$ cat config.mk
export PLATFORM = sky130hd
export DESIGN_NAME = symbolic_mode_parser_top_flat
export DESIGN_NICKNAME = d
export VERILOG_FILES = /design/src/hw/rtl/smp_pkg.sv /design/src/hw/rtl/smp_if.sv /design/src/hw/rtl/symbolic_mode_parser_top.sv /design/src/hw/rtl/smp_decode.sv /design/src/hw/rtl/smp_state.sv /design/src/flat_wrapper.sv
export SDC_FILE = /design/constraint.sdc
export NUM_CORES = 1
export LEC_CHECK = 0
export BUFFER_PORTS_ARGS = -buffer_cell sky130_fd_sc_hd__buf_4
export CAP_MARGIN = 10
export CELL_PAD_IN_SITES_DETAIL_PLACEMENT = 1
export CELL_PAD_IN_SITES_GLOBAL_PLACEMENT = 1
export CORE_MARGIN = 5
export CORE_UTILIZATION = 40
export CTS_CLUSTER_DIAMETER = 200
export DETAILED_ROUTE_END_ITERATION = 10
export GPL_TIMING_DRIVEN = 0
export PLACE_DENSITY_LB_ADDON = 0.1
export SETUP_SLACK_MARGIN = 0.1
export SLEW_MARGIN = 20
export SYNTH_ARGS = -nofsm -noshare
export SYNTH_HDL_FRONTEND = slang
export SYNTH_SLANG_ARGS = --single-unit
$ cat constraint.sdc
create_clock -name clk -period 2.4 [get_ports clk]
set_clock_uncertainty 0.1 [all_clocks]
set_input_delay 0.48 -clock clk [delete_from_list [all_inputs] [get_ports clk]]
set_output_delay 0.48 -clock clk [all_outputs]
set_load 0.05 [all_outputs]
$ cat src/hw/rtl/smp_pkg.sv
// Shared types and constants for the symbolic mode parser.
// No dependencies; every other file of the block imports this package.
package smp_pkg;

  typedef logic [11:0] mode_t;
  typedef logic [2:0]  who_t;

  // Operator codes: none, '+', '-' and '='.
  typedef enum logic [1:0] {
    OP_NONE   = 2'd0,
    OP_SET    = 2'd1,
    OP_CLEAR  = 2'd2,
    OP_ASSIGN = 2'd3
  } op_t;

  // Who set encoding: bit 2 is user, bit 1 is group, bit 0 is other.
  localparam who_t WHO_U   = 3'b100;
  localparam who_t WHO_G   = 3'b010;
  localparam who_t WHO_O   = 3'b001;
  localparam who_t WHO_ALL = 3'b111;

  localparam mode_t MASK_U      = 12'o4700;
  localparam mode_t MASK_G      = 12'o2070;
  localparam mode_t MASK_O      = 12'o0007;
  localparam mode_t BIT_SETUID  = 12'o4000;
  localparam mode_t BIT_SETGID  = 12'o2000;
  localparam mode_t BIT_STICKY  = 12'o1000;
  localparam mode_t MODE_MASK   = 12'o7777;

  // Character classes produced by the decoder.
  typedef struct packed {
    logic       is_who;
    who_t       who;
    logic       is_op;
    op_t        op;
    logic       is_perm;
    logic [2:0] perm_rwx;    // 4 for r, 2 for w, 1 for x, 0 otherwise
    logic       perm_suid;   // the 's' letter
    logic       perm_stky;   // the 't' letter
    logic       is_comma;
  } dec_t;

endpackage

$ cat src/hw/rtl/smp_if.sv
// Valid/ready channel interfaces for the symbolic mode parser.
// Depends on smp_pkg for the mode type.
interface smp_in_if import smp_pkg::*; ();
  logic       valid;
  logic       ready;
  logic [7:0] ch;
  logic       first;
  mode_t      old_mode;
  logic       last;

  modport source (output valid, ch, first, old_mode, last, input ready);
  modport sink   (input valid, ch, first, old_mode, last, output ready);
endinterface

interface smp_out_if import smp_pkg::*; ();
  logic  valid;
  logic  ready;
  mode_t new_mode;
  logic  bad_syntax;

  modport source (output valid, new_mode, bad_syntax, input ready);
  modport sink   (input valid, new_mode, bad_syntax, output ready);
endinterface

$ cat src/hw/rtl/symbolic_mode_parser_top.sv
// Symbolic permission mode parser: takes one character per item and, on the
// last character of a string, delivers the new 12-bit mode and a syntax flag.
// The block accepts one item per clock cycle while it is not stalled. An accepted
// item is held in the input register, where it is decoded and applied to the parse
// state, and its result, if any, is loaded into the result register when the item
// advances, so a result passes through the input and then the result register.
// Input and result registers stall only when a finished result waits in the
// result register and the next item would produce another.
// Depends on smp_pkg, smp_if, smp_decode and smp_state.
module symbolic_mode_parser_top import smp_pkg::*; (
  input  logic             clk,
  input  logic             rst_n,
  smp_in_if.sink           in_ch,
  smp_out_if.source        out_ch
);

  logic       s1_valid_r;
  logic [7:0] s1_ch_r;
  logic       s1_first_r;
  mode_t      s1_old_r;
  logic       s1_last_r;

  logic       out_valid_r;
  mode_t      out_mode_r;
  logic       out_bad_r;

  dec_t       dec;
  mode_t      mode_nxt;
  logic       err_nxt;
  logic       s1_adv;
  logic       out_free;

  assign out_free    = !out_valid_r || out_ch.ready;
  assign s1_adv      = s1_valid_r && (!s1_last_r || out_free);
  assign in_ch.ready = !s1_valid_r || s1_adv;

  smp_decode u_decode (
    .ch  (s1_ch_r),
    .dec (dec)
  );

  smp_state u_state (
    .clk      (clk),
    .rst_n    (rst_n),
    .step     (s1_adv),
    .first    (s1_first_r),
    .old_mode (s1_old_r),
    .dec      (dec),
    .mode_nxt (mode_nxt),
    .err_nxt  (err_nxt)
  );

  always_ff @(posedge clk) begin
    if (!rst_n) begin
      s1_valid_r <= 1'b0;
    end else if (in_ch.ready) begin
      s1_valid_r <= in_ch.valid;
    end
  end

  always_ff @(posedge clk) begin
    if (in_ch.ready && in_ch.valid) begin
      s1_ch_r    <= in_ch.ch;
      s1_first_r <= in_ch.first;
      s1_old_r   <= in_ch.old_mode;
      s1_last_r  <= in_ch.last;
    end
  end

  always_ff @(posedge clk) begin
    if (!rst_n) begin
      out_valid_r <= 1'b0;
    end else if (s1_adv && s1_last_r) begin
      out_valid_r <= 1'b1;
    end else if (out_ch.ready) begin
      out_valid_r <= 1'b0;
    end
  end

  always_ff @(posedge clk) begin
    if (s1_adv && s1_last_r) begin
      out_mode_r <= mode_nxt;
      out_bad_r  <= err_nxt;
    end
  end

  assign out_ch.valid      = out_valid_r;
  assign out_ch.new_mode   = out_mode_r;
  assign out_ch.bad_syntax = out_bad_r;

endmodule

$ cat src/hw/rtl/smp_decode.sv
// Character classifier for the symbolic mode parser.
// Depends on smp_pkg for the decoded class struct.
module smp_decode import smp_pkg::*; (
  input  logic [7:0] ch,
  output dec_t       dec
);

  localparam logic [7:0] CH_U     = 8'h75;
  localparam logic [7:0] CH_G     = 8'h67;
  localparam logic [7:0] CH_O     = 8'h6f;
  localparam logic [7:0] CH_A     = 8'h61;
  localparam logic [7:0] CH_PLUS  = 8'h2b;
  localparam logic [7:0] CH_MINUS = 8'h2d;
  localparam logic [7:0] CH_EQ    = 8'h3d;
  localparam logic [7:0] CH_R     = 8'h72;
  localparam logic [7:0] CH_W     = 8'h77;
  localparam logic [7:0] CH_X     = 8'h78;
  localparam logic [7:0] CH_S     = 8'h73;
  localparam logic [7:0] CH_T     = 8'h74;
  localparam logic [7:0] CH_COMMA = 8'h2c;

  always_comb begin
    dec = '0;
    dec.op = OP_NONE;
    case (ch)
      CH_U:     begin dec.is_who = 1'b1; dec.who = WHO_U;   end
      CH_G:     begin dec.is_who = 1'b1; dec.who = WHO_G;   end
      CH_O:     begin dec.is_who = 1'b1; dec.who = WHO_O;   end
      CH_A:     begin dec.is_who = 1'b1; dec.who = WHO_ALL; end
      CH_PLUS:  begin dec.is_op = 1'b1; dec.op = OP_SET;    end
      CH_MINUS: begin dec.is_op = 1'b1; dec.op = OP_CLEAR;  end
      CH_EQ:    begin dec.is_op = 1'b1; dec.op = OP_ASSIGN; end
      CH_R:     begin dec.is_perm = 1'b1; dec.perm_rwx = 3'd4; end
      CH_W:     begin dec.is_perm = 1'b1; dec.perm_rwx = 3'd2; end
      CH_X:     begin dec.is_perm = 1'b1; dec.perm_rwx = 3'd1; end
      CH_S:     begin dec.is_perm = 1'b1; dec.perm_suid = 1'b1; end
      CH_T:     begin dec.is_perm = 1'b1; dec.perm_stky = 1'b1; end
      CH_COMMA: dec.is_comma = 1'b1;
      default:  dec = '0;
    endcase
  end

endmodule

$ cat src/hw/rtl/smp_state.sv
// Parse state registers and their update for one decoded character.
// Depends on smp_pkg for types, masks and operator codes.
module smp_state import smp_pkg::*; (
  input  logic  clk,
  input  logic  rst_n,
  input  logic  step,
  input  logic  first,
  input  mode_t old_mode,
  input  dec_t  dec,
  output mode_t mode_nxt,
  output logic  err_nxt
);

  mode_t mode_r;
  who_t  who_r, who_nxt;
  logic  in_who_r, in_who_nxt;
  op_t   op_r, op_nxt;
  logic  err_r;

  function automatic mode_t who_mask(who_t w);
    mode_t m;
    m = '0;
    if (w[2]) m = m | MASK_U;
    if (w[1]) m = m | MASK_G;
    if (w[0]) m = m | MASK_O;
    return m;
  endfunction

  function automatic mode_t perm_bits(dec_t d, who_t w);
    mode_t p;
    p = '0;
    if (w[2]) p = p | {3'b000, d.perm_rwx, 6'b0};
    if (w[1]) p = p | {6'b0, d.perm_rwx, 3'b000};
    if (w[0]) p = p | {9'b0, d.perm_rwx};
    if (d.perm_suid && w[2]) p = p | BIT_SETUID;
    if (d.perm_suid && w[1]) p = p | BIT_SETGID;
    if (d.perm_stky) p = p | BIT_STICKY;
    return p;
  endfunction

  mode_t mode_e;
  who_t  who_e, who_op;
  logic  in_who_e;
  op_t   op_e;
  logic  err_e;
  mode_t pbits;

  always_comb begin
    // A first character restarts parsing from the old mode.
    mode_e   = first ? old_mode : mode_r;
    who_e    = first ? '0 : who_r;
    in_who_e = first ? 1'b1 : in_who_r;
    op_e     = first ? OP_NONE : op_r;
    err_e    = first ? 1'b0 : err_r;

    // An operator with an empty who set acts on all classes.
    who_op = (who_e == '0) ? WHO_ALL : who_e;
    pbits  = perm_bits(dec, who_e);

    mode_nxt   = mode_e;
    who_nxt    = who_e;
    in_who_nxt = in_who_e;
    op_nxt     = op_e;
    err_nxt    = err_e;

    if (dec.is_op && (in_who_e || !dec.is_perm)) begin
      who_nxt    = who_op;
      op_nxt     = dec.op;
      in_who_nxt = 1'b0;
      if (dec.op == OP_ASSIGN) mode_nxt = mode_e & ~who_mask(who_op);
    end

    if (in_who_e) begin
      if (dec.is_who) begin
        who_nxt = who_e | dec.who;
      end else if (!dec.is_op) begin
        err_nxt = 1'b1;
      end
    end else if (dec.is_perm) begin
      if (op_e == OP_CLEAR) begin
        mode_nxt = mode_e & ~pbits;
      end else if (op_e != OP_NONE) begin
        mode_nxt = mode_e | pbits;
      end
    end else if (dec.is_comma) begin
      in_who_nxt = 1'b1;
      who_nxt    = '0;
      op_nxt     = OP_NONE;
    end else if (dec.is_who) begin
      in_who_nxt = 1'b1;
      who_nxt    = dec.who;
      op_nxt     = OP_NONE;
    end else if (!dec.is_op) begin
      err_nxt = 1'b1;
    end
    mode_nxt = mode_nxt & MODE_MASK;
  end

  always_ff @(posedge clk) begin
    if (!rst_n) begin
      mode_r   <= '0;
      who_r    <= '0;
      in_who_r <= 1'b1;
      op_r     <= OP_NONE;
      err_r    <= 1'b0;
    end else if (step) begin
      mode_r   <= mode_nxt;
      who_r    <= who_nxt;
      in_who_r <= in_who_nxt;
      op_r     <= op_nxt;
      err_r    <= err_nxt;
    end
  end

endmodule
$ cat src/flat_wrapper.sv
// flat-port wrapper written by rule: the top's interface ports become plain ports
module symbolic_mode_parser_top_flat import smp_pkg::*;
  (clk, rst_n, in_ch_valid, in_ch_ch, in_ch_first, in_ch_old_mode, in_ch_last, in_ch_ready, out_ch_valid, out_ch_new_mode, out_ch_bad_syntax, out_ch_ready);
  smp_in_if in_ch_i ();
  smp_out_if out_ch_i ();
  input  logic clk;
  input  logic rst_n;
  input wire logic [$bits(in_ch_i.valid)-1:0] in_ch_valid;
  input wire logic [$bits(in_ch_i.ch)-1:0] in_ch_ch;
  input wire logic [$bits(in_ch_i.first)-1:0] in_ch_first;
  input wire logic [$bits(in_ch_i.old_mode)-1:0] in_ch_old_mode;
  input wire logic [$bits(in_ch_i.last)-1:0] in_ch_last;
  output wire logic [$bits(in_ch_i.ready)-1:0] in_ch_ready;
  output wire logic [$bits(out_ch_i.valid)-1:0] out_ch_valid;
  output wire logic [$bits(out_ch_i.new_mode)-1:0] out_ch_new_mode;
  output wire logic [$bits(out_ch_i.bad_syntax)-1:0] out_ch_bad_syntax;
  input wire logic [$bits(out_ch_i.ready)-1:0] out_ch_ready;
  assign in_ch_i.valid = in_ch_valid;
  assign in_ch_i.ch = in_ch_ch;
  assign in_ch_i.first = in_ch_first;
  assign in_ch_i.old_mode = in_ch_old_mode;
  assign in_ch_i.last = in_ch_last;
  assign in_ch_ready = in_ch_i.ready;
  assign out_ch_valid = out_ch_i.valid;
  assign out_ch_new_mode = out_ch_i.new_mode;
  assign out_ch_bad_syntax = out_ch_i.bad_syntax;
  assign out_ch_i.ready = out_ch_ready;
  symbolic_mode_parser_top u_core (.clk(clk), .rst_n(rst_n), .in_ch(in_ch_i), .out_ch(out_ch_i));
endmodule
After elaboration in Yosys (flattened, before gate mapping)

Cells that the tools add are included.

Flip-flop bits (word level): 56
Bits of input ports: 26
Output and inout port bits: 15

Equality and inequality tests: 15
Muxes and demuxes: 53
Bitwise gates (word level): 8
Reduce and logical (&&, ||, !) cells: 18

Operator list:

| operator                                                         | count |
|---|---|
| 12-bit 2-to-1 mux                                                | 12 |
| 8-bit by 7-bit == test with 1-bit output (second input constant) | 9 |
| 8-bit by 6-bit == test with 1-bit output (second input constant) | 4 |
| 3-bit 2-to-1 mux                                                 | 9 |
| 12-bit bitwise AND                                               | 2 |
| 12-bit inverter                                                  | 2 |
| 11-bit 2-to-1 mux                                                | 2 |
| 1-bit 2-to-1 mux                                                 | 18 |
| 9-bit 2-to-1 mux                                                 | 2 |
| 3-bit case mux with 3 select lines                               | 2 |
| 4-bit case mux with 4 select lines                               | 1 |
| 2-bit 2-to-1 mux                                                 | 6 |
| 12-bit OR                                                        | 1 |
| 12-bit by 3-bit OR with 12-bit output                            | 1 |
| 10-bit 2-to-1 mux                                                | 1 |
| 9-bit by 6-bit OR with 9-bit output                              | 1 |
| 1-bit logical AND                                                | 6 |
| 5-bit OR reduction                                               | 1 |
| 2-bit == test (second input constant)                            | 2 |
| 1-bit logical NOT                                                | 4 |
| 1-bit logical OR                                                 | 4 |
| 2-bit nonzero test                                               | 2 |
| 3-bit logical NOT                                                | 1 |
| 3-bit OR                                                         | 1 |

Longest topological paths before layout

Gate-level depths: netlist (run 1).

Word-level depth: 16
Gate-level depth with buffers: 8
Gate-level depth less buffers: 5

By module

Synthesis (run 1) repeated with hierarchy kept, for this count alone.

Cells, all modules: 239
Area, all modules: 2,742.6 sq um

By module, submodules not included:

| module                   | times used | cells each | area an instance (sq um) | seq. area each (sq um) |
|---|---|---|---|---|
| smp_state                | 1          | 153        | 1,287.5                  | 380.4 |
| symbolic_mode_parser_top | 1          | 47         | 1,168.6                  | 1,091.0 |
| smp_decode               | 1          | 39         | 286.5                    | 0.0 |

Least setup slack after synthesis (run 1)

OpenSTA, ideal clock, no wires.

Kind: reg-to-reg
Start: register u_core.out_valid_r (netlist: u_core.out_ch.valid)
End: register u_core.s1_ch_r[0], enable pin
Setup time: 414 ps
Data arrival time: 1,898 ps
Slack: -13 ps
Stages on the path, launching flop included: 3
Path buffers: 0
Clock period less this slack: 2,413 ps
Cell sequence: dfxtp_1 > nor2b_1 > a31oi_1

Longest elaborated chain between the ends: 6

Ends and longest elaborated chain:

| element                | line                           | RTL |
|---|---|---|
| start, declared        | symbolic_mode_parser_top.sv:23 | `logic out_valid_r;` |
| start signal, assigned | symbolic_mode_parser_top.sv:72 | `out_valid_r <= 1'b0;` |
| start signal, assigned | symbolic_mode_parser_top.sv:74 | `out_valid_r <= 1'b1;` |
| start signal, assigned | symbolic_mode_parser_top.sv:76 | `out_valid_r <= 1'b0;` |
| 1-bit logical NOT      | symbolic_mode_parser_top.sv:33 | `assign out_free = !out_valid_r \|\| out_ch.ready;` |
| 1-bit logical OR       | symbolic_mode_parser_top.sv:33 |  |
| 1-bit logical OR       | symbolic_mode_parser_top.sv:34 | `assign s1_adv = s1_valid_r && (!s1_last_r \|\| out_free);` |
| 1-bit logical AND      | symbolic_mode_parser_top.sv:34 |  |
| 1-bit logical OR       | symbolic_mode_parser_top.sv:35 | `assign in_ch.ready = !s1_valid_r \|\| s1_adv;` |
| 1-bit logical AND      | symbolic_mode_parser_top.sv:62 | `if (in_ch.ready && in_ch.valid) begin` |
| end signal, assigned   | symbolic_mode_parser_top.sv:63 | `s1_ch_r <= in_ch.ch;` |
| end, declared          | symbolic_mode_parser_top.sv:18 | `logic [7:0] s1_ch_r;` |

No other way between the ends.
A chain may end at the register's enable or synchronous reset.

Worst setup path in the final report (run 1)

Start: register u_core.s1_ch_r[3]
End: register u_core.out_mode_r[8] (netlist: u_core.out_ch.new_mode[8]) (data pin)

Longest elaborated chain between the ends: 15
Elaborated cells on any way between the ends: 33
Those cells by class: eq/ne: 9; mux: 15; bitwise: 5; reduce/logical: 4

Ends and longest elaborated chain:

| element                                                        | line                             | RTL |
|---|---|---|
| 8-bit by 7-bit == test with 1-bit output                       | smp_decode.sv:25                 | `case (ch)` |
| 3-bit case mux with 3 select lines                             | smp_decode.sv:25                 |  |
| 9-bit 2-to-1 mux                                               | smp_state.sv:32                  | `if (w[2]) p = p \| {3'b000, d.perm_rwx, 6'b0};` |
| 9-bit by 6-bit OR with 9-bit output                            | smp_state.sv:33                  | `if (w[1]) p = p \| {6'b0, d.perm_rwx, 3'b000};` |
| 9-bit 2-to-1 mux                                               | smp_state.sv:33                  |  |
| 12-bit by 3-bit OR with 12-bit output                          | smp_state.sv:34                  | `if (w[0]) p = p \| {9'b0, d.perm_rwx};` |
| 12-bit 2-to-1 mux                                              | smp_state.sv:34                  |  |
| 12-bit 2-to-1 mux                                              | smp_state.sv:35                  | `if (d.perm_suid && w[2]) p = p \| BIT_SETUID;` |
| 11-bit 2-to-1 mux                                              | smp_state.sv:36                  | `if (d.perm_suid && w[1]) p = p \| BIT_SETGID;` |
| 10-bit 2-to-1 mux                                              | smp_state.sv:37                  | `if (d.perm_stky) p = p \| BIT_STICKY;` |
| 12-bit OR / 12-bit inverter (equally long branches)            | smp_state.sv:83, smp_state.sv:81 |  |
| 12-bit 2-to-1 mux / 12-bit bitwise AND (equally long branches) | smp_state.sv:82, smp_state.sv:81 |  |
| 12-bit 2-to-1 mux                                              | smp_state.sv:80                  | `if (op_e == OP_CLEAR) begin` |
| 12-bit 2-to-1 mux                                              | smp_state.sv:79                  | `end else if (dec.is_perm) begin` |
| 12-bit 2-to-1 mux (*)                                          | smp_state.sv:73                  | `if (in_who_e) begin` |
| via u_core.mode_nxt[8]                                         | symbolic_mode_parser_top.sv:28   | `mode_t mode_nxt;` |
| end signal, assigned                                           | symbolic_mode_parser_top.sv:82   | `out_mode_r <= mode_nxt;` |
| end, declared                                                  | symbolic_mode_parser_top.sv:24   | `mode_t out_mode_r;` |

Mark *: on every way through the listed nets, which the timed path passes. The rest lies on a longest branch.

==> results of run 1 <==
## power by group
part	internal, mW	switching, mW
Sequential	1.07	0.0232
Combinational	0.107	0.155
Clock	0.205	0.308
Total	1.38	0.487
## cells in the mapped netlist, drive strengths merged, types with 6 or more instances
cell type	instances
clkbuf	9
nand3	10
a31oi	10
nor2	18
dfxtp	21
o31ai	6
a21oi	12
buf	13
o21ai	16
inv	7
edfxtp	35
mux2	7
and2	6
nand2	24
nor4b	6
nor3	8
## critical path, stage by stage, from the launching register on
cell      delay (ns)
edfxtp_1        0.54
or3_1           0.48
nor4b_4         0.35
nand3_1         0.11
o21ai_0         0.26
nand2_1         0.08
## metal layers
layer | wire length [µm] | vias up | GRT usage (%)
met5 | 0 | - | 0
met4 | 177 | 0 | 6.40
met3 | 315 | 15 | 3.08
met2 | 4050 | 51 | 32.0
met1 | 3610 | 1218 | 22.9
li1 | - | 1180 | -
## layout make-up
cell class,instances,share of cell area (%)
sequential,56,41.9
multi-input combinational,200,38.9
timing repair buffer,40,8.55
buffer,22,3.99
tap,99,3.53
clock buffer,6,2.07
inverter,7,0.748
clock inverter,2,0.356
## metrics by stage
step / TNS, ns / power [mW] / util, % / hold slack (ns) / area [µm²]
finish: 0 / 1.87 / 48.9 / 0.237 / 3510
global route: 0 / 1.94 / 48.9 / 0.221 / 3510
CTS: 0 / 1.88 / 48.3 / 0.231 / 3460
detailed placement: -4.07 / 1.37 / 47.0 / 0.355 / 3370
global placement: -2.69 / 1.36 / 46.9 / 0.342 / 3360
floorplan: 0 / 1.27 / - / 0.332 / 2940
## path summary, 6_finish.rpt
kind	startpoint	endpoint	slack (ns)
max	u_core.s1_ch_r[3]	u_core.out_ch.new_mode[8]	0.24
max reg2reg	u_core.s1_ch_r[3]	u_core.out_ch.new_mode[8]	0.24
min reg2reg	u_core.u_state.err_r	u_core.u_state.err_r	0.37
min	in_ch_old_mode[2]	u_core.s1_old_r[2]	0.24
## sequential cells by signal (all words and copies together) (netlist names), 2 cells and up
name and cells:
u_core.s1_ch_r 8, u_core.s1_old_r 12, u_core.u_state.op_r 2, u_core.u_state.mode_r 12, u_core.u_state.who_r 3, u_core.out_ch.new_mode 12
## logic make-up (layout without fill, tap and decap cells)
family,after synthesis,count (layout)
and+or+nand+nor,110,110
AOI/OAI and AO/OA,78,78
DFF,56,56
buffers and inverters,29,77
muxes,10,10
xor gates and xnor gates,2,2
## repair_timing
item	CTS	global route
endpoints found under the setup margin	15	30
resized for setup	3	16
setup buffers	0	0
==> key figures, run 1 <==
CTS
  – Clock-pin slew on the worst setup and hold paths: ~0.1 ns
  – Post-CTS Hold Buffers: 0
  – H-tree depth: 2
  – Number of buffers inserted during clock tree synthesis: 5
  – Clock tree from TritonCTS: yes
  – Number of sinks handled by clock tree synthesis: 56
  – Maximum count of clock buffers along a single path: 2
  – Clock root cell: clkbuf_8
  – Worst skew pair latency: slightly above 0.3 ns

Finish
  – Most common cell after layout, fill and taps aside: buf_4
  – Post-layout nets: roughly 360
  – Fillers: about 800
  – Layout cell share with drive strength beyond 1: a little over a quarter
  – Count of antenna diodes in the layout: 0
  – Total area of sequential cells: 0.00147 mm²
  – Area of the multi-input gates: about 0.0014 mm²
  – Final cell count without fillers: approximately 430
  – Synth-to-Final Area Change: 19.8%
  – Highest-count cells in the layout ignoring fill and taps: buf_4, edfxtp_1, nand2_1, dfxtp_1, nor2_1

Timing
  – Normalized max-slew margin: roughly 44%
  – Fraction of the cycle the final worst path needs: between 90% and 100%
  – Slew @ Worst Pin: about 0.84 ns
  – Min setup slack post-route: between 0.2 and 0.25 ns
  – Final Max Tran Viols: 0
  – Peak clock frequency supported by timing: about 0.46 GHz
  – Fin crit period: between 2 and 2.5 ns
  – Unrepaired setup endpoints after global routing: yes
  – Number of hold-slack violations in the final timing report: 0
  – Final setup vio count: 0

Placement
  – Final weighted congestion in routability-driven placement: just under 0.9
  – Post-placement worst setup slack: -0.315 ns
  – Detail Placement HPWL: ~5.9 mm
  – Input/output buffers: 40
  – Cell count after placement: between 400 and 500

Power and ir drop
  – Power Density: ~530 mW/mm²
  – Cell leakage power: 1.30 nW
  – Max VDD drop: 227 µV

Yosys
  – Post-synthesis area per instance: a little over 10 µm²
  – Part of the Yosys area used for sequential elements: around half
  – Number of warnings printed during yosys synthesis: 0
  – Complex-gate fraction of the synthesized area: a little under a fifth
  – Number of cells produced by synthesis: between 200 and 300
  – Cell Area, Synth: ~0.0029 mm²
  – Combinational family with the most area after synthesis: simple AND/OR/NAND/NOR gates
  – Number of register bits inferred by synthesis: 56
  – Share of the synthesized area in the top cell type: between 30% and 40%
  – Adder-Cell Fraction of Synth Area: 0%
  – Yosys top cell by area: edfxtp_1
  – Proportion of synthesized area in mux cells: under 10%
  – Simple-gate portion of the synthesized area: a little over a fifth
  – Number of unique standard cell types used by synthesis: between 50 and 60
  – Xor/xnor share of the synthesized area: less than 1%
  – Number of enable-type register cells in the synthesized netlist: 35
  – Top FF cell, synth: edfxtp_1
  – Synthesized net count: 311
  – Asr flop ratio synth: 0%
  – Top post-synthesis cells by area: edfxtp_1, dfxtp_1, nand2_1

Detailed routing
  – Vias per cell: 5.70
  – Total Routed Length: between 8 and 9 mm
  – Antenna-violating nets left: 0
  – Number of DRC violations after detailed routing: 0
  – Detail-routed net length per standard cell: between 15 and 20 µm
  – Via count: 2,464
  – DR iter-0 viols: 90
  – Number of optimization iterations in the first detailed-route pass: 4

Critical path
  – Required arrival time at the worst endpoint: 2.37 ns
  – CP Data Arrival Time: ~2.1 ns
  – Startpoint kind of the worst setup timing path: flop
  – WS Path Type: flop to flop
  – Depth of the most critical reg-to-reg path: 5
  – Crit Path Max Fanout: 8
  – Endpoint kind of the worst setup timing path: flop

Global routing
  – First-pass GRT wire length: 12.7 mm
  – Pin count of the biggest net entering global routing: 23
  – Antenna violations before repair: 0
  – Overflow after GRT: 0
  – Aggregate global-route resource usage: 18.4%
  – Number of global-route vias before repair: 2,489

Die
  – Row count: 31
  – Die Span X: 95.6 µm
  – Die outline area: between 0.009 and 0.01 mm²
  – Die outline height: around 96 µm
  – Ports placed on the boundary: 41
  – Core footprint: 0.00718 mm²
  – Initial core utilization: 40.9%

Job
  – Max-capacitance violation count: 0

Min path
  – Depth of the worst hold-timing path: 1
  – Hold/Removal Path Class: primary input to flop

Outcome
  – Run status: finished clean
(Power assumes the default switching activity.)
==> run 2, diff against run 1 <==
- CORE_MARGIN: 5 -> 10
- CORE_UTILIZATION: 40 -> 45
- clock period: 2.4 -> 2.35 ns (I/O delays scaled with it)
==> run 2 against run 1 <==
  * Non-clock buffer count grew 1
  * Final area fell by 0.21%
  * Worst hold slack got worse by 0.017 ns
  * Global-route usage shrank 1.7 points
  * First-iteration DRC count is 38% higher
  * Die area up 11%
  * Sequential power about the same
  * Critical path depth is the same
  * Largest power group unchanged
==> key figures, run 2 (synthesis results as in run 1) <==
Global routing
  – First-pass GRT wire length: between 10 and 15 mm
  – Number of global-route vias before repair: ~2.6k
  – Aggregate global-route resource usage: around 17%
  – Antenna violations before repair: 0
  – Pin count of the biggest net entering global routing: 23
  – Overflow after GRT: 0

CTS
  – H-tree depth: 2
  – Clock root cell: clkbuf_8
  – Number of sinks handled by clock tree synthesis: 56
  – Number of buffers inserted during clock tree synthesis: 5
  – Clock tree from TritonCTS: yes
  – Maximum count of clock buffers along a single path: 2
  – Worst skew pair latency: 0.32 ns
  – Clock-pin slew on the worst setup and hold paths: approximately 0.10 ns

Critical path
  – CP Data Arrival Time: about 2.2 ns
  – Depth of the most critical reg-to-reg path: 5
  – Required arrival time at the worst endpoint: ~2.5 ns
  – Worst reg2reg startpoint: u_core.s1_ch_r[3]
  – Worst reg2reg path endpoint: u_core.u_state.in_who_r
  – Endpoint kind of the worst setup timing path: flop
  – Startpoint kind of the worst setup timing path: flop
  – Setup slack on the worst flop-to-flop path: approximately 0.23 ns
  – WS Path Type: flop to flop
  – Crit Path Max Fanout: 10

Timing
  – Slew @ Worst Pin: 0.837 ns
  – Unrepaired setup endpoints after global routing: yes
  – Final Max Tran Viols: 0
  – Number of hold-slack violations in the final timing report: 0
  – Fraction of the cycle the final worst path needs: 90.1%
  – Sum of negative setup slack: 0 ns
  – Final setup vio count: 0
  – Peak clock frequency supported by timing: roughly 0.47 GHz
  – Fin crit period: 2.12 ns
  – Normalized max-slew margin: between 40% and 50%

Finish
  – Final cell count without fillers: approximately 410
  – Most common cell after layout, fill and taps aside: buf_4
  – Highest-count cells in the layout ignoring fill and taps: buf_4, edfxtp_1, nand2_1, dfxtp_1, nor2_1
  – Post-layout nets: 359
  – Synth-to-Final Area Change: 19.5%
  – Final Util: 55.2%
  – Layout cell share with drive strength beyond 1: between 20 and 30%
  – Count of antenna diodes in the layout: 0
  – Final non-filler cell area: 0.00350 mm²
  – Fillers: 720

Min path
  – Depth of the worst hold-timing path: 1
  – Hold/Removal Path Class: primary input to flop
  – Terminating pin of the worst hold path: u_core.s1_ch_r[5]
  – Worst hold start: in_ch_ch[5]

Detailed routing
  – Detail-routed net length per standard cell: about 20 µm
  – Total Routed Length: ~8.4 mm
  – DR iter-0 viols: ~120
  – Via count: between 2k and 2.5k
  – Number of DRC violations after detailed routing: 0
  – Vias per cell: 5.97
  – Antenna-violating nets left: 0
  – Number of optimization iterations in the first detailed-route pass: 4

Placement
  – Detail Placement HPWL: between 6 and 7 mm
  – Cell count after placement: roughly 400
  – Input/output buffers: 40
  – Final weighted congestion in routability-driven placement: between 0.9 and 1
  – Placement-stage cell area: between 0.003 and 0.004 mm²

Die
  – Die outline area: just over 0.01 mm²
  – Initial core utilization: between 40% and 50%
  – Core footprint: 0.00635 mm²
  – Die outline height: a little over 100 µm
  – Die Span X: 101 µm
  – Row count: 29
  – Ports placed on the boundary: between 40 and 50

Power and ir drop
  – Max VDD drop: about 330 µV
  – Power Density: between 500 and 600 mW/mm²
  – Cell leakage power: between 1 and 1.5 nW
  – Pwr Total: between 1.5 and 2 mW

Job
  – Max-capacitance violation count: 0

Outcome
  – Run status: finished clean
==> run 2: layer usage <==
layer,global-route usage [%],vias up,wire (µm)
li1,-,1181,-
met1,20.6,1191,3740
met2,28.1,66,4090
met3,3.36,14,384
met4,6.09,0,177
met5,0,-,0
==> run 2: cell type report <==
type                            count  area (µm²)  share of cell area [%]
Timing Repair Buffer               41         308                    8.78
Multi-Input combinational cell    200        1380                    39.3
Clock inverter                      1        8.76                   0.250
Tap cell                           77        96.3                    2.75
Inverter                            7        26.3                   0.750
Sequential cell                    56        1470                    42.0
Clock buffer                        7        76.3                    2.18
Buffer                             22         139                    3.96
==> run 2: what timing repair did <==
action / CTS / global route
buffers inserted: 0 / 1
hold buffers: 0 / 0
pin swaps: 0 / 1
resized for setup: 5 / 15
endpoints found under the setup margin: 20 / 13
==> run 2: worst max path at each step <==
stage	start	end	slack, ns	cells after the start
final	u_core.s1_ch_r[3]	u_core.u_state.in_who_r	0.23	5
after global routing	u_core.s1_ch_r[0]	u_core.u_state.who_r[0]	0.1	6
after CTS	u_core.s1_ch_r[3]	u_core.out_ch.new_mode[8]	0.09	5
after detailed placement	out_ch_ready	u_core.out_ch.new_mode[7]	-0.29	5
after global placement	out_ch_ready	u_core.out_ch.new_mode[7]	-0.28	5
after floorplan	u_core.out_ch.valid	u_core.out_ch.bad_syntax	0.15	4
==> run 2: report_power, final <==
group | leakage [nW] | internal, mW | total (mW) | switching, mW
combinational | 0.748 | 0.111 | 0.273 | 0.162
clock | 0.0424 | 0.214 | 0.533 | 0.319
sequential | 0.505 | 1.09 | 1.11 | 0.0240
==> run 2: metrics by stage <==
| step | hold WS [ns] | worst slack [ns] |
|---|---|---|
| finish | 0.220 | 0.232 |
| global route | 0.205 | 0.0998 |
| CTS | 0.213 | 0.0919 |
| detailed placement | 0.354 | -0.295 |
| global placement | 0.341 | -0.278 |
| floorplan | 0.332 | 0.151 |
==> run 2: worst max-delay path, cell delays in order, from the launching register on <==
cell and delay, ns:
edfxtp_1 0.53, clkbuf_1 0.42, o31ai_1 0.20, a211oi_1 0.42, o21ai_0 0.14, a21o_1 0.21
==> run 3, diff against run 2 <==
- CORE_UTILIZATION: 45 -> 47
- CTS_BUF_LIST: default -> sky130_fd_sc_hd__clkbuf_4
- SYNTH_HIERARCHICAL: default -> 1
- clock period: 2.35 -> 2.15 ns (I/O delays scaled with it)
==> run 3 against run 2 <==
  * The flow now finishes with violations (setup timing)
  * Maximum frequency shrank 6.3%
  * Die area fell by 8.4%
  * Setup slack got worse by 0.34 ns
  * Via count fell by 8.3%
  * Global-route usage about the same
  * Combinational power up 3%
  * Clock-buffer cell count down 1
  * Final area grew 5.1%
  * Sequential share of layout area down 2.1 points
  * Power up 8.5%
  * Worst hold slack worse by 0.11 ns
  * Clock power up 11%
==> key figures, run 3 <==
Power and ir drop
  – Cell leakage power: 1.41 nW
  – Fraction of power spent switching nets: about a quarter
  – Max VDD drop: ~350 µV
  – Internal Dissipation: about 1.6 mW
  – Combinational cell fraction of total power: around 13%
  – Pwr Total: roughly 2.1 mW
  – Power Density: 565 mW/mm²
  – Sequential power share: 58.2%
  – Switching power total: around 0.50 mW
  – Clk network pwr share: between 20 and 30%

Yosys
  – Part of the Yosys area used for sequential elements: between 50 and 60%
  – Asr flop ratio synth: 0%
  – Yosys top cell by area: edfxtp_1
  – Post-synthesis area per instance: 11.5 µm²
  – Number of unique standard cell types used by synthesis: 47
  – Number of warnings printed during yosys synthesis: 6
  – Number of cells produced by synthesis: about 240
  – Top FF cell, synth: edfxtp_1
  – Top post-synthesis cells by area: edfxtp_1, dfxtp_1, mux2i_1
  – Synthesized net count: roughly 270
  – Number of enable-type register cells in the synthesized netlist: 35
  – Share of the synthesized area in the top cell type: around two fifths
  – Number of register bits inferred by synthesis: 56
  – Ranking of synthesized cells by instance count: edfxtp_1, dfxtp_1, o21ai_0, nor2_1, nor2b_1
  – Cell Area, Synth: about 0.0027 mm²
  – Most common cell in the synthesized netlist: edfxtp_1

Timing
  – Final Max Tran Viols: 0
  – Min setup slack post-route: -0.109 ns
  – Number of hold-slack violations in the final timing report: 0
  – Slew @ Worst Pin: between 0.7 and 0.8 ns
  – Fraction of the cycle the final worst path needs: 105%
  – Final setup vio count: 19
  – Sum of negative setup slack: -0.949 ns
  – Peak clock frequency supported by timing: 0.443 GHz
  – Unrepaired setup endpoints after global routing: yes
  – Fin crit period: between 2 and 2.5 ns
  – Normalized max-slew margin: between 50% and 60%
  – Minimum hold slack: approximately 0.10 ns

Critical path
  – Required arrival time at the worst endpoint: about 2.3 ns
  – Setup slack on the worst flop-to-flop path: -0.11 ns
  – WS Path Type: flop to flop
  – CP Data Arrival Time: 2.43 ns
  – Worst reg2reg path endpoint: u_core/out_ch.new_mode[10]
  – Startpoint kind of the worst setup timing path: flop
  – Crit Path Max Fanout: 5
  – Worst reg2reg startpoint: u_core/s1_ch_r[7]
  – Depth of the most critical reg-to-reg path: 8
  – Endpoint kind of the worst setup timing path: flop

Finish
  – Area of the multi-input gates: roughly 0.0015 mm²
  – Count of antenna diodes in the layout: 0
  – Most common cell after layout, fill and taps aside: buf_4
  – Total area of sequential cells: approximately 0.0015 mm²
  – Layout cell share with drive strength beyond 1: a little over two fifths
  – Fillers: 592
  – Synth-to-Final Area Change: 34.4%
  – Post-layout nets: between 300 and 400
  – Highest-count cells in the layout ignoring fill and taps: buf_4, edfxtp_1, dfxtp_1, o21ai_1, nor2b_1

Global routing
  – Pin count of the biggest net entering global routing: 23
  – Layer with the highest usage after global routing: met2
  – Global-route track usage on met2: roughly 29%
  – Met1 global-route usage: 19.7%
  – First-pass GRT wire length: roughly 12 mm
  – Antenna violations before repair: 0
  – Overflow after GRT: 0
  – Number of global-route vias before repair: 2,341
  – Aggregate global-route resource usage: roughly 17%
  – M3 GR Usage: ~4.2%

Job
  – Max-capacitance violation count: 0

Detailed routing
  – DR iter-0 viols: approximately 180
  – Total Routed Length: roughly 8.2 mm
  – Detail-routed net length per standard cell: 21.6 µm
  – Antenna-violating nets left: 0
  – Via count: 2,248
  – Number of DRC violations after detailed routing: 0
  – Vias per cell: roughly 5.9
  – Number of optimization iterations in the first detailed-route pass: 4

Placement
  – Detail Placement HPWL: 5.10 mm
  – Input/output buffers: 40
  – Final weighted congestion in routability-driven placement: 0.879

Die
  – Ports placed on the boundary: 41
  – Row count: 27
  – Die outline area: 0.00929 mm²
  – Initial core utilization: between 40% and 50%
  – Core footprint: about 0.0056 mm²
  – Die outline height: just under 100 µm
  – Die Span X: 96.4 µm

CTS
  – Clock tree from TritonCTS: yes
  – Worst skew pair latency: approximately 0.39 ns
  – Clock-pin slew on the worst setup and hold paths: between 0.15 and 0.2 ns
  – Number of sinks handled by clock tree synthesis: 56
  – Maximum count of clock buffers along a single path: 2
  – Number of buffers inserted during clock tree synthesis: 5
  – Clock root cell: clkbuf_4
  – H-tree depth: 2

Min path
  – Terminating pin of the worst hold path: u_core/s1_old_r[2]
  – Worst hold start: in_ch_old_mode[2]
  – Hold/Removal Path Class: primary input to flop
  – Depth of the worst hold-timing path: 1

Outcome
  – Run status: finished, violations left
  – Violations in the final reports: setup timing
-- run 3: layer usage --
layer	routed length, µm	vias to the layer above
li1	-	1051
met1	3450	1128
met2	4230	56
met3	365	13
met4	129	0
met5	0	-
-- run 3: stage by stage --
stage,std cells,utilization (%),instance area (µm²),setup slack (ns)
CTS,372,63.3,3530,0.000339
finish,378,66.1,3680,-0.109
global route,378,66.1,3680,-0.177
detailed placement,351,56.7,3160,-0.460
global placement,351,56.6,3160,-0.401
floorplan,239,-,2770,0.0504
-- run 3: final cells by class --
| cell class | instances | area share (%) |
|---|---|---|
| inverters | 2 | 0.204 |
| repair buffers | 59 | 12.2 |
| multi-input cells | 167 | 40.0 |
| clock inverters | 2 | 1.05 |
| flip-flops and latches | 56 | 39.9 |
| clock buffers | 6 | 1.22 |
| well taps | 72 | 2.44 |
| plain buffers | 14 | 2.95 |
-- run 3: how the worst max path moves through the flow --
| stage | cells past startpoint | slack [ns] | startpoint | end |
|---|---|---|---|---|
| detailed placement | 6 | -0.46 | out_ch_ready | u_core/u_state/mode_r[9] |
| CTS | 7 | 0.0003 | u_core/s1_ch_r[1] | u_core/out_ch.new_mode[0] |
| finish | 8 | -0.11 | u_core/s1_ch_r[7] | u_core/out_ch.new_mode[10] |
| floorplan | 7 | 0.05 | u_core/s1_ch_r[7] | u_core/out_ch.new_mode[5] |
| global route | 8 | -0.18 | u_core/s1_ch_r[7] | u_core/out_ch.new_mode[10] |
| global placement | 6 | -0.40 | u_core/s1_ch_r[4] | u_core/out_ch.new_mode[6] |
-- run 3: repair_timing --
item | CTS | global route
resized for setup | 56 | 19
buffers inserted | 13 | 6
endpoints found under the setup margin | 30 | 30
pin swaps | 6 | 11
hold buffers | 0 | 0
-- run 3: kinds of logic (layout without fill, tap and decap cells) --
| logic type | after synthesis | in the layout | share of synthesized area [%] |
|---|---|---|---|
| xor gates and xnor gates | 1 | 1 | 0.319 |
| DFF | 56 | 56 | 53.6 |
| and+or+nand+nor | 84 | 84 | 19.6 |
| buffers and inverters | 16 | 83 | 3.28 |
| muxes | 13 | 13 | 4.79 |
| AOI/OAI and AO/OA | 69 | 69 | 18.3 |
-- run 3: worst max-delay path, stage by stage (launching register included) --
cell	delay, ns
edfxtp_1	0.42
nand4b_1	0.22
buf_6	0.17
nor2_4	0.10
a22o_4	0.17
or3b_4	0.41
o311a_4	0.19
a31oi_4	0.21
and2_4	0.16
-- run 3: power by group through the flow --
stage               Clock, mW  Combinational [mW]  Sequential [mW]
global route            0.641               0.300             1.22
detailed placement          0               0.232             1.23
finish                  0.591               0.280             1.21
global placement            0               0.225             1.23
floorplan                   0               0.118             1.26
CTS                     0.610               0.263             1.21
